--- src/rtl/core/ksrp_pkg.sv ---
package ksrp_pkg;

    localparam int unsigned KEY_W       = 32;
    localparam int unsigned VALUE_W     = 64;
    localparam int unsigned COUNT_W     = 32;
    localparam int unsigned STATUS_W    = 3;
    localparam int unsigned FLAGS_W     = 7;
    localparam int unsigned CFG_INDEX_W = 2;

    localparam int unsigned HEADER_BYTES = 4;
    localparam int unsigned ENTRY_BYTES  = 12;
    localparam int unsigned ENTRY_POS_W  = 4;
    // A 32-bit byte count holds at most (2**32 - 4) / 12 whole entries.
    localparam int unsigned ENTRIES_W    = 29;

    localparam logic [CFG_INDEX_W-1:0] REG_CLASS_MASK_KEY = 2'd0;
    localparam logic [CFG_INDEX_W-1:0] REG_SKILL_LOW_KEY  = 2'd1;
    localparam logic [CFG_INDEX_W-1:0] REG_SKILL_HIGH_KEY = 2'd2;

    localparam logic [KEY_W-1:0] CLASS_MASK_KEY_RESET = 32'd1;
    localparam logic [KEY_W-1:0] SKILL_LOW_KEY_RESET  = 32'd2;
    localparam logic [KEY_W-1:0] SKILL_HIGH_KEY_RESET = 32'd3;

    localparam logic [STATUS_W-1:0] STATUS_VALID     = 3'd0;
    localparam logic [STATUS_W-1:0] STATUS_SHORT     = 3'd1;
    localparam logic [STATUS_W-1:0] STATUS_TRUNCATED = 3'd2;
    localparam logic [STATUS_W-1:0] STATUS_TRAILING  = 3'd3;
    localparam logic [STATUS_W-1:0] STATUS_OVERFLOW  = 3'd4;

    localparam int unsigned FLAG_HAS_CLASS     = 0;
    localparam int unsigned FLAG_DUP_CLASS     = 1;
    localparam int unsigned FLAG_INVALID_CLASS = 2;
    localparam int unsigned FLAG_HAS_LOW       = 3;
    localparam int unsigned FLAG_DUP_LOW       = 4;
    localparam int unsigned FLAG_HAS_HIGH      = 5;
    localparam int unsigned FLAG_DUP_HIGH      = 6;

    typedef logic [ksrp_pkg::STATUS_W-1:0] status_t;

endpackage

--- src/rtl/core/keyed_stat_record_parser.sv ---
// Channel   Direction  Handshake           Word
// s_        in         s_valid / s_ready   s_data_byte, s_has_byte, s_last_byte
// m_        out        m_valid / m_ready   m_status, m_entry_count, m_capture_flags,
//                                          m_class_mask, m_rejected_class_value,
//                                          m_skill_mask_low, m_skill_mask_high
// cfg_      in         cfg_we              cfg_index, cfg_wdata
//
// One input word is taken per cycle while s_ready is high; each word updates the parse
// state in the cycle it is accepted.
// A word with s_last_byte set loads the result register, so its result appears in the
// cycle after acceptance.
// The result register is the only buffer: s_ready is low only while a result waits
// and m_ready is low.
// Reset clears the parse state and the result valid flag and loads the default keys.
module keyed_stat_record_parser (
    input  logic                               aclk,
    input  logic                               aresetn,
    input  logic                               s_valid,
    output logic                               s_ready,
    input  logic [7:0]                         s_data_byte,
    input  logic                               s_has_byte,
    input  logic                               s_last_byte,
    output logic                               m_valid,
    input  logic                               m_ready,
    output logic [ksrp_pkg::STATUS_W-1:0]      m_status,
    output logic [ksrp_pkg::COUNT_W-1:0]       m_entry_count,
    output logic [ksrp_pkg::FLAGS_W-1:0]       m_capture_flags,
    output logic [ksrp_pkg::KEY_W-1:0]         m_class_mask,
    output logic [ksrp_pkg::VALUE_W-1:0]       m_rejected_class_value,
    output logic [ksrp_pkg::VALUE_W-1:0]       m_skill_mask_low,
    output logic [ksrp_pkg::VALUE_W-1:0]       m_skill_mask_high,
    input  logic                               cfg_we,
    input  logic [ksrp_pkg::CFG_INDEX_W-1:0]   cfg_index,
    input  logic [ksrp_pkg::KEY_W-1:0]         cfg_wdata
);

    logic [ksrp_pkg::KEY_W-1:0]       class_key_reg;
    logic [ksrp_pkg::KEY_W-1:0]       low_key_reg;
    logic [ksrp_pkg::KEY_W-1:0]       high_key_reg;

    logic [ksrp_pkg::COUNT_W-1:0]     byte_total_reg,  byte_total_next;
    logic                             overflow_reg,    overflow_next;
    logic [ksrp_pkg::COUNT_W-1:0]     header_reg,      header_next;
    logic [ksrp_pkg::ENTRY_POS_W-1:0] entry_pos_reg,   entry_pos_next;
    logic [ksrp_pkg::ENTRIES_W-1:0]   entries_reg,     entries_next;
    logic [ksrp_pkg::KEY_W-1:0]       key_reg,         key_next;
    logic [ksrp_pkg::VALUE_W-1:0]     value_reg,       value_next;
    logic [ksrp_pkg::FLAGS_W-1:0]     flags_reg,       flags_next;
    logic [ksrp_pkg::KEY_W-1:0]       class_mask_reg,  class_mask_next;
    logic [ksrp_pkg::VALUE_W-1:0]     rejected_reg,    rejected_next;
    logic [ksrp_pkg::VALUE_W-1:0]     low_mask_reg,    low_mask_next;
    logic [ksrp_pkg::VALUE_W-1:0]     high_mask_reg,   high_mask_next;

    logic                             m_valid_reg;
    ksrp_pkg::status_t                out_status_reg,  out_status_next;
    logic [ksrp_pkg::COUNT_W-1:0]     out_count_reg,   out_count_next;
    logic [ksrp_pkg::FLAGS_W-1:0]     out_flags_reg;
    logic [ksrp_pkg::KEY_W-1:0]       out_class_reg;
    logic [ksrp_pkg::VALUE_W-1:0]     out_rejected_reg;
    logic [ksrp_pkg::VALUE_W-1:0]     out_low_reg;
    logic [ksrp_pkg::VALUE_W-1:0]     out_high_reg;

    logic                             accept;
    logic                             take_byte;
    logic                             header_done;
    logic [ksrp_pkg::VALUE_W-1:0]     full_value;
    logic [2:0]                       value_idx;

    assign s_ready   = !m_valid_reg || m_ready;
    assign accept    = s_valid && s_ready;
    assign take_byte = accept && s_has_byte;
    assign value_idx = 3'(entry_pos_reg - 4'd4);

    always_comb begin
        full_value = value_reg;
        full_value[ksrp_pkg::VALUE_W-1 -: 8] = s_data_byte;
    end

    always_comb begin
        byte_total_next = byte_total_reg;
        overflow_next   = overflow_reg;
        header_next     = header_reg;
        entry_pos_next  = entry_pos_reg;
        entries_next    = entries_reg;
        key_next        = key_reg;
        value_next      = value_reg;
        flags_next      = flags_reg;
        class_mask_next = class_mask_reg;
        rejected_next   = rejected_reg;
        low_mask_next   = low_mask_reg;
        high_mask_next  = high_mask_reg;
        if (take_byte) begin
            if (&byte_total_reg) begin
                overflow_next = 1'b1;
            end else begin
                byte_total_next = byte_total_reg + 32'd1;
                if (byte_total_reg < 32'(ksrp_pkg::HEADER_BYTES)) begin
                    header_next[8*byte_total_reg[1:0] +: 8] = s_data_byte;
                end else if (entry_pos_reg < 4'd4) begin
                    key_next[8*entry_pos_reg[1:0] +: 8] = s_data_byte;
                    entry_pos_next = entry_pos_reg + 4'd1;
                end else if (entry_pos_reg != 4'(ksrp_pkg::ENTRY_BYTES - 1)) begin
                    value_next[8*value_idx +: 8] = s_data_byte;
                    entry_pos_next = entry_pos_reg + 4'd1;
                end else begin
                    if (key_reg == class_key_reg) begin
                        if (|full_value[ksrp_pkg::VALUE_W-1:ksrp_pkg::KEY_W]) begin
                            flags_next[ksrp_pkg::FLAG_INVALID_CLASS] = 1'b1;
                            rejected_next = full_value;
                        end else begin
                            if (flags_reg[ksrp_pkg::FLAG_HAS_CLASS]) begin
                                flags_next[ksrp_pkg::FLAG_DUP_CLASS] = 1'b1;
                            end
                            flags_next[ksrp_pkg::FLAG_HAS_CLASS] = 1'b1;
                            class_mask_next = full_value[ksrp_pkg::KEY_W-1:0];
                        end
                    end else if (key_reg == low_key_reg) begin
                        if (flags_reg[ksrp_pkg::FLAG_HAS_LOW]) begin
                            flags_next[ksrp_pkg::FLAG_DUP_LOW] = 1'b1;
                        end
                        flags_next[ksrp_pkg::FLAG_HAS_LOW] = 1'b1;
                        low_mask_next = full_value;
                    end else if (key_reg == high_key_reg) begin
                        if (flags_reg[ksrp_pkg::FLAG_HAS_HIGH]) begin
                            flags_next[ksrp_pkg::FLAG_DUP_HIGH] = 1'b1;
                        end
                        flags_next[ksrp_pkg::FLAG_HAS_HIGH] = 1'b1;
                        high_mask_next = full_value;
                    end
                    key_next       = '0;
                    value_next     = '0;
                    entry_pos_next = '0;
                    entries_next   = entries_reg + 29'd1;
                end
            end
        end
    end

    // The byte count past the header splits into whole entries and a partial entry, so both
    // length checks reduce to compares against the entry counter and the partial-entry position.
    always_comb begin
        header_done    = |byte_total_next[ksrp_pkg::COUNT_W-1:2];
        out_count_next = header_done ? header_next : '0;
        if (overflow_next) begin
            out_status_next = ksrp_pkg::STATUS_OVERFLOW;
        end else if (!header_done) begin
            out_status_next = ksrp_pkg::STATUS_SHORT;
        end else if (out_count_next > 32'(entries_next)) begin
            out_status_next = ksrp_pkg::STATUS_TRUNCATED;
        end else if (out_count_next != 32'(entries_next) || entry_pos_next != '0) begin
            out_status_next = ksrp_pkg::STATUS_TRAILING;
        end else begin
            out_status_next = ksrp_pkg::STATUS_VALID;
        end
    end

    always_ff @(posedge aclk) begin
        if (!aresetn) begin
            class_key_reg <= ksrp_pkg::CLASS_MASK_KEY_RESET;
            low_key_reg   <= ksrp_pkg::SKILL_LOW_KEY_RESET;
            high_key_reg  <= ksrp_pkg::SKILL_HIGH_KEY_RESET;
        end else if (cfg_we) begin
            case (cfg_index)
                ksrp_pkg::REG_CLASS_MASK_KEY: class_key_reg <= cfg_wdata;
                ksrp_pkg::REG_SKILL_LOW_KEY:  low_key_reg   <= cfg_wdata;
                ksrp_pkg::REG_SKILL_HIGH_KEY: high_key_reg  <= cfg_wdata;
                default: ;
            endcase
        end
    end

    always_ff @(posedge aclk) begin
        if (!aresetn || (accept && s_last_byte)) begin
            byte_total_reg <= '0;
            overflow_reg   <= 1'b0;
            header_reg     <= '0;
            entry_pos_reg  <= '0;
            entries_reg    <= '0;
            key_reg        <= '0;
            value_reg      <= '0;
            flags_reg      <= '0;
            class_mask_reg <= '0;
            rejected_reg   <= '0;
            low_mask_reg   <= '0;
            high_mask_reg  <= '0;
        end else begin
            byte_total_reg <= byte_total_next;
            overflow_reg   <= overflow_next;
            header_reg     <= header_next;
            entry_pos_reg  <= entry_pos_next;
            entries_reg    <= entries_next;
            key_reg        <= key_next;
            value_reg      <= value_next;
            flags_reg      <= flags_next;
            class_mask_reg <= class_mask_next;
            rejected_reg   <= rejected_next;
            low_mask_reg   <= low_mask_next;
            high_mask_reg  <= high_mask_next;
        end
    end

    always_ff @(posedge aclk) begin
        if (!aresetn) begin
            m_valid_reg <= 1'b0;
        end else if (accept && s_last_byte) begin
            m_valid_reg <= 1'b1;
        end else if (m_ready) begin
            m_valid_reg <= 1'b0;
        end
    end

    always_ff @(posedge aclk) begin
        if (accept && s_last_byte) begin
            out_status_reg <= out_status_next;
            out_count_reg  <= out_count_next;
            if (out_status_next == ksrp_pkg::STATUS_VALID) begin
                out_flags_reg    <= flags_next;
                out_class_reg    <= class_mask_next;
                out_rejected_reg <= rejected_next;
                out_low_reg      <= low_mask_next;
                out_high_reg     <= high_mask_next;
            end else begin
                out_flags_reg    <= '0;
                out_class_reg    <= '0;
                out_rejected_reg <= '0;
                out_low_reg      <= '0;
                out_high_reg     <= '0;
            end
        end
    end

    assign m_valid                = m_valid_reg;
    assign m_status               = out_status_reg;
    assign m_entry_count          = out_count_reg;
    assign m_capture_flags        = out_flags_reg;
    assign m_class_mask           = out_class_reg;
    assign m_rejected_class_value = out_rejected_reg;
    assign m_skill_mask_low       = out_low_reg;
    assign m_skill_mask_high      = out_high_reg;

`ifndef ASSERT_OFF
    a_pos_range: assert property (@(posedge aclk) disable iff (!aresetn)
        entry_pos_reg < 4'(ksrp_pkg::ENTRY_BYTES))
        else $error("entry position out of range");

    a_overflow_saturated: assert property (@(posedge aclk) disable iff (!aresetn)
        overflow_reg |-> (&byte_total_reg))
        else $error("overflow flagged without a saturated byte count");

    a_last_gives_result: assert property (@(posedge aclk) disable iff (!aresetn)
        (accept && s_last_byte) |=> m_valid_reg)
        else $error("end of payload did not load a result");

    a_bad_status_clean: assert property (@(posedge aclk) disable iff (!aresetn)
        (m_valid_reg && out_status_reg != ksrp_pkg::STATUS_VALID) |->
        (out_flags_reg == '0 && out_class_reg == '0 && out_rejected_reg == '0 &&
         out_low_reg == '0 && out_high_reg == '0))
        else $error("failed payload carries captured fields");

    a_short_no_count: assert property (@(posedge aclk) disable iff (!aresetn)
        (m_valid_reg && out_status_reg == ksrp_pkg::STATUS_SHORT) |->
        out_count_reg == '0)
        else $error("short payload reports an entry count");
`endif

endmodule
--- config.mk ---
export PLATFORM = sky130hd
export DESIGN_NAME = keyed_stat_record_parser
export DESIGN_NICKNAME = d
export VERILOG_FILES = /design/src/rtl/core/ksrp_pkg.sv /design/src/rtl/core/keyed_stat_record_parser.sv
export SDC_FILE = /design/constraint.sdc
export NUM_CORES = 1
export LEC_CHECK = 0
export BUFFER_PORTS_ARGS = -buffer_cell sky130_fd_sc_hd__buf_2
export CAP_MARGIN = 20
export CORE_UTILIZATION = 55
export CTS_BUF_LIST = sky130_fd_sc_hd__clkbuf_8
export DETAILED_ROUTE_END_ITERATION = 8
export HOLD_SLACK_MARGIN = 0.03
export PLACE_DENSITY_LB_ADDON = 0.25
export REMOVE_ABC_BUFFERS = 1
export SYNTH_ARGS = -nofsm -noshare
export SYNTH_HDL_FRONTEND = slang
export SYNTH_SLANG_ARGS = --single-unit
--- constraint.sdc ---
create_clock -name aclk -period 9.2 [get_ports aclk]
set_input_delay 1.84 -clock aclk [delete_from_list [all_inputs] [get_ports aclk]]
set_output_delay 1.84 -clock aclk [all_outputs]
set_load 0.005 [all_outputs]
==> Word level (Yosys, flattened, before mapping) <==
Cells that the tools add are included.
W data, S select, Z words.
{ "word_totals": {"elab_cells": 146, "out_inout_bits": 268, "in_bits": 49, "latch_bits": 0, "n_memories": 0, "regBits": 788, "mem_bits_ro": 0, "mem_bits_rw": 0} }
{ "op_classes": {"muxes": 74, "shifts": 6, "add_sub_neg": 7, "mul": 0, "eq_ne": 8, "n_bitwise": 3, "reduce_logical": 21, "div_mod_pow": 0, "n_lt_le_gt_ge": 3} }
{ "ops": {"columns": ["op", "n"], "rows": [
  ["$mux W64", 23],
  ["$mux W32", 15],
  ["$mux W29", 5],
  ["$eq A32 B32 Y1", 3],
  ["$neg A5 Y34", 2],
  ["$shift A8 B34 Y32 const A", 2],
  ["$shiftx A8 B34 Y32", 2],
  ["$bwmux W32", 2],
  ["$bwmux W64", 1],
  ["$shift A8 B34 Y64 const A", 1],
  ["$shiftx A8 B34 Y64", 1],
  ["$mux W7", 5],
  ["$neg A6 Y34", 1],
  ["$add A32 B1 Y32 const B", 1],
  ["$gt A32 B29 Y1", 1],
  ["$lt A32 B3 Y1 const B", 1],
  ["$ne A32 B29 Y1", 1],
  ["$reduce_and A32 Y1", 1],
  ["$reduce_or A32 Y1", 1],
  ["$reduce_or A30 Y1", 1],
  ["$add A29 B1 Y29 const B", 1],
  ["$mux W4", 6],
  ["$mux W2", 7],
  ["$mux W1", 8],
  ["18 further kinds", 30]
]} }

==> Logic depth before layout (Yosys ltp) <==
{ "depth": {"depth_word": 14, "mapped_depth": 23, "depth_no_buf": 20} }

==> Worst setup path after synthesis <==
Ideal clock, no wire load.
{ "synth_path": {"path_kind": "input to register", "start": "input port m_ready", "end": "register out_flags_reg, in the netlist m_capture_flags[0] (enable)", "stages": 4, "arrival_ns": 7.276, "slack_ns": 1.308, "path_cell_list": "nor2b_1 > inv_1 > nand3_1 > inv_1"} }
{ "synth_between": {"elab_chain_len": 3} }
{ "synth_lines": {"columns": ["item", "line_no", "source"], "rows": [
  ["from (decl)", "keyed_stat_record_parser.sv:24", "input logic m_ready,"],
  ["$logic_or A1 B1 Y1", "keyed_stat_record_parser.sv:69", "assign s_ready = !m_valid_reg || m_ready;"],
  ["net s_ready", "keyed_stat_record_parser.sv:19", "output logic s_ready,"],
  ["$logic_and A1 B1 Y1", "keyed_stat_record_parser.sv:70", "assign accept = s_valid && s_ready;"],
  ["$logic_and A1 B1 Y1", "keyed_stat_record_parser.sv:213", "if (accept && s_last_byte) begin"],
  ["to (signal assigned)", "keyed_stat_record_parser.sv:217", "out_flags_reg <= flags_next;"],
  ["to (decl)", "keyed_stat_record_parser.sv:57", "logic [ksrp_pkg::FLAGS_W-1:0] out_flags_reg;"]
]} }
The timed path passes the listed nets, and every way through them passes these cells.
A chain may end at the register's enable or synchronous reset.

==> Final worst setup path <==
{ "layout_path": {"start": "register byte_total_reg[11] in the netlist's numbering", "end": "register out_class_reg, in the netlist m_class_mask[25] (data pin)"} }
{ "layout_between": {"elab_chain_len": 12} }
{ "layout_lines": {"columns": ["item", "line_no", "source"], "rows": [
  ["from (decl)", "keyed_stat_record_parser.sv:41", "logic [ksrp_pkg::COUNT_W-1:0] byte_total_reg, byte_total_next;"],
  ["from (signal assigned)", "keyed_stat_record_parser.sv:187", "byte_total_reg <= byte_total_next;"],
  ["$add A32 B1 Y32 (tied with other cells)", "keyed_stat_record_parser.sv:96", "byte_total_next = byte_total_reg + 32'd1;"],
  ["$mux W32 (on tied branches)", "keyed_stat_record_parser.sv:93, keyed_stat_record_parser.sv:97", null],
  ["$mux W32 (on tied branches)", "keyed_stat_record_parser.sv:92, keyed_stat_record_parser.sv:93", null],
  ["$reduce_or A30 Y1 / $mux W32 (equally long branches)", "keyed_stat_record_parser.sv:142, keyed_stat_record_parser.sv:92", null],
  ["$mux W32 (*)", "keyed_stat_record_parser.sv:143", "out_count_next = header_done ? header_next : '0;"],
  ["net out_count_next, one bit", "keyed_stat_record_parser.sv:56", "logic [ksrp_pkg::COUNT_W-1:0] out_count_reg, out_count_next;"],
  ["parallel branches: the longest is 3 deep, another holds $gt A32 B29 Y1", null, null],
  ["$mux W2 (*)", "keyed_stat_record_parser.sv:148", "end else if (out_count_next > 32'(entries_next)) begin"],
  ["$mux W2 (*)", "keyed_stat_record_parser.sv:146", "end else if (!header_done) begin"],
  ["$mux W3 (*)", "keyed_stat_record_parser.sv:144", "if (overflow_next) begin"],
  ["$logic_not A3 Y1 (*)", "keyed_stat_record_parser.sv:216", "if (out_status_next == ksrp_pkg::STATUS_VALID) begin"],
  ["to (signal assigned)", "keyed_stat_record_parser.sv:218", "out_class_reg <= class_mask_next;"],
  ["to (decl)", "keyed_stat_record_parser.sv:58", "logic [ksrp_pkg::KEY_W-1:0] out_class_reg;"]
]} }
Mark *: on every way through the listed nets, which the timed path passes.

==> run_results.csv <==
group,metric,value,unit
status,status,"completed",
synthesis,synthSimpleGateAreaFrac,0.181,
timing,fin_crit_sh,0.797,
worst_setup_path,path_cells,"nand4_1, or4_1, nor3_2, nor2_2, o31ai_1, nand4_1, or4_4, nor2_2, buf_4, nor2_1, ha_1, nand4_1, nor2_1, nand4_1, or2_2, nor3_1, o21ai_4, buf_12, nor2_1",
timing,drv_slew,0,
floorplan,die_x,239,um
pwr,leakagePower,0.0140,uW
synthesis,ys.flop_type,"dfxtp_1",
global_routing,first_global_vias,21849,
synthesis,ys_seq_area_frac,0.592,
cells_and_area,layout-drive-gt1-share,0.153,
pwr,ir_drop,0.118,mV
synthesis,yosysTopAreaCellShare,0.333,
cts,post_cts_resized,0,
synthesis,netlist_top_cells_area,"dfxtp_1, edfxtp_1, nor2_1",
route,drc,0,
timing,relSlewSlack,0.0540,
cts,cts_tree,"yes",
timing,finalSetupTns,0,ns
route,drt_iter0_markers,1856,
timing,setup_viol,0,
synthesis,synth_area,30900,um2
cts,ctsHoldBuffers,0,
pwr,p_seq_frac,0.558,
synthesis,synthCells,2983,
timing,worst_pin_slew,1.42,ns
cells_and_area,nNetsFinal,3370,
cells_and_area,syn_to_final_growth,13.9,%
cts,clock_latency,0.73,ns
synthesis,yosys.cell_types.count,61,
route,vias,22600,
global_routing,grtUsageTotal,0.271,
pwr,combPwrFrac,0.037,
worst_setup_path,crit_path_max_incr_delay,0.77,ns
floorplan,die_h,239,um
route,drt_pass1_iterations,6,
floorplan,die-area,57100,um2
floorplan,io_pins,317,
route,drt-wirelength-per-cell,19.0,um
synthesis,yosysTopAreaCell,"dfxtp_1",
cells_and_area,diodes,0,
route,ant_nets,0,
cts,cts.sinks,780,
min_path,hold_end,"flags_reg[1]",
synthesis,yosys-top-cells-count,"nor2_1, dfxtp_1, nand2_1, edfxtp_1, mux2i_1",
run,drv_cap,0,
worst_setup_path,end_kind,"register",
synthesis,synth.most_common_cell,"nor2_1",
pwr,clkPwrFrac,0.405,
global_routing,antenna_found_initial,0,
min_path,hold_class,"reg2reg",
pwr,netSwitchingPower,1520,uW
timing,rsz0062_at_grt,"false",
floorplan,start_util,0.559,
worst_setup_path,r2r-end,"m_class_mask[25]",
synthesis,ys_ff_latch,780,
cts,h-tree-depth,3,
place,place.gp.congestion,0.854,
floorplan,core,55300,um2
synthesis,synth_top_family_by_area,"simple AND/OR/NAND/NOR gates",
worst_setup_path,path_class,"reg2reg",
cells_and_area,fin_util,0.636,
min_path,hold_path_depth,2,
timing,fin_crit,7.33,ns
route,wirelength,78600,um
global_routing,overflow,0,
global_routing,grt_pass1_wl,120000,um
timing,max_freq,136,MHz
min_path,min_from,"flags_reg[1]",
global_routing,grt_max_degree,232,
synthesis,syn_avg_cell_area,10.4,um2
cts,postCtsSetupRepairBufs,0,
place,place_hpwl,50400,um
pwr,intPower,5020,uW
worst_setup_path,r2r-start,"byte_total_reg[11]",
worst_setup_path,rrSetupSlack,1.87,ns
worst_setup_path,cpMostUsedCell,"nand4_1",
worst_setup_path,worstSetupStartpointType,"register",
synthesis,synthArstFlopShare,0,
route,via_per_inst,5.47,
worst_setup_path,cp.required,9.73,ns
synthesis,synth-edff-count,266,
cts,clockRootBuffer,"clkbuf_8",
pwr,powerDensity,186,nW/um2
timing,final_hold_viol_count,0,
place,port_buffers,316,
worst_setup_path,rr_worst_depth,19,
synthesis,yosysWarnings,0,
floorplan,rows,86,
worst_setup_path,critPathBufInv,2,
cts,cts_made_buffers,118,
worst_setup_path,cp.arrival,7.87,ns
cts,clk_path_buf_depth,3,
synthesis,synth_mux_area_frac,0.0800,
synthesis,synth_fa_ha_area_frac,0.0174,
worst_setup_path,crit_slowest_cell,"nor3_2",
timing,clock_skew,0.0376,ns
timing,holdWs,0.476,ns
cts,cts.clk_slew.worst_paths,0.07,ns
worst_setup_path,cp_max_fo,231,
pwr,swShare,0.232,
synthesis,synth-compound-area-share,0.0604,
worst_setup_path,path_delay_family,"simple AND/OR/NAND/NOR gates",
synthesis,synth_xor_area_frac,0.0431,
[per-stage QoR]
step	power [uW]	cells	setup WS [ns]	cell area, um2
after global placement	3950	3901	1.83	32900
after detailed placement	3960	3901	1.59	32900
after global routing	6760	4130	1.83	35200
after CTS	6580	4125	2.24	35100
after floorplan	3820	2815	0.282	30100
final	6530	4130	1.87	35200
[power by group through the flow]
stage,sequential [uW],combinational [uW],clock (uW)
floorplan,3730,96.0,0
global placement,3720,233,0
detailed placement,3720,237,0
CTS,3650,238,2700
global route,3650,259,2850
finish,3650,240,2650
[worst reg2reg max path: cells and delay by family (launching register included)]
| family | cells | cell delay (ns) |
|---|---|---|
| adder cells (fa/ha/maj) | 1 | 0.30 |
| flip-flops | 1 | 0.50 |
| AO/OA/AOI/OAI | 2 | 0.43 |
| buffers and inverters | 2 | 0.56 |
| AND/OR/NAND/NOR | 14 | 5.36 |
[logic make-up after synthesis]
group | after synthesis
AO/OA/AOI/OAI | 279
XOR/XNOR | 151
adder cells (fa/ha/maj) | 43
buffers and inverters | 184
flip-flops | 780
multiplexers | 247
AND/OR/NAND/NOR | 1299
[layer usage]
layer  wire length [um]  share of wire  global-route usage
met3               4860          0.062              0.0410
met5                  0              0                   0
met2              37500           0.48               0.447
met1              33800           0.43               0.359
met4               2410          0.031               0.106
[final cells by class]
| class | instances | area, um2 |
|---|---|---|
| flip-flops and latches | 780 | 18300 |
| well taps | 748 | 936 |
| multi-input cells | 2019 | 11800 |
| repair buffers | 343 | 1830 |
| clock inverters | 94 | 437 |
| inverters | 16 | 67.6 |
| clock buffers | 130 | 1790 |
| fillers | 4547 | 20100 |
[worst max path at each step]
stage,from,end,slack [ns],cells past startpoint
after detailed placement,s_valid,m_skill_mask_high[5],1.59,20
after floorplan,m_ready,byte_total_reg[0],0.28,5
final,byte_total_reg[11],m_class_mask[25],1.87,19
after global placement,s_valid,m_skill_mask_high[12],1.83,20
after CTS,byte_total_reg[11],m_skill_mask_high[29],2.24,19
after global routing,byte_total_reg[11],m_skill_mask_high[0],1.83,19
[placed cells by master (no fill, tap or decap), types with 24 or more instances in the layout]
cell type and n:
clkbuf_8 130, nor2_1 715, nor4_1 34, ha_1 43, xnor2_1 72, nand4_1 40
xor2_1 78, nand3_1 63, a21oi_1 88, clkinv_1 24, and3_1 36, inv_1 64
edfxtp_1 266, a21boi_0 95, buf_2 316, nand2_1 283, nor3_1 32, dfxtp_1 514
mux2i_1 247
Power figures use the tool's default switching activity.
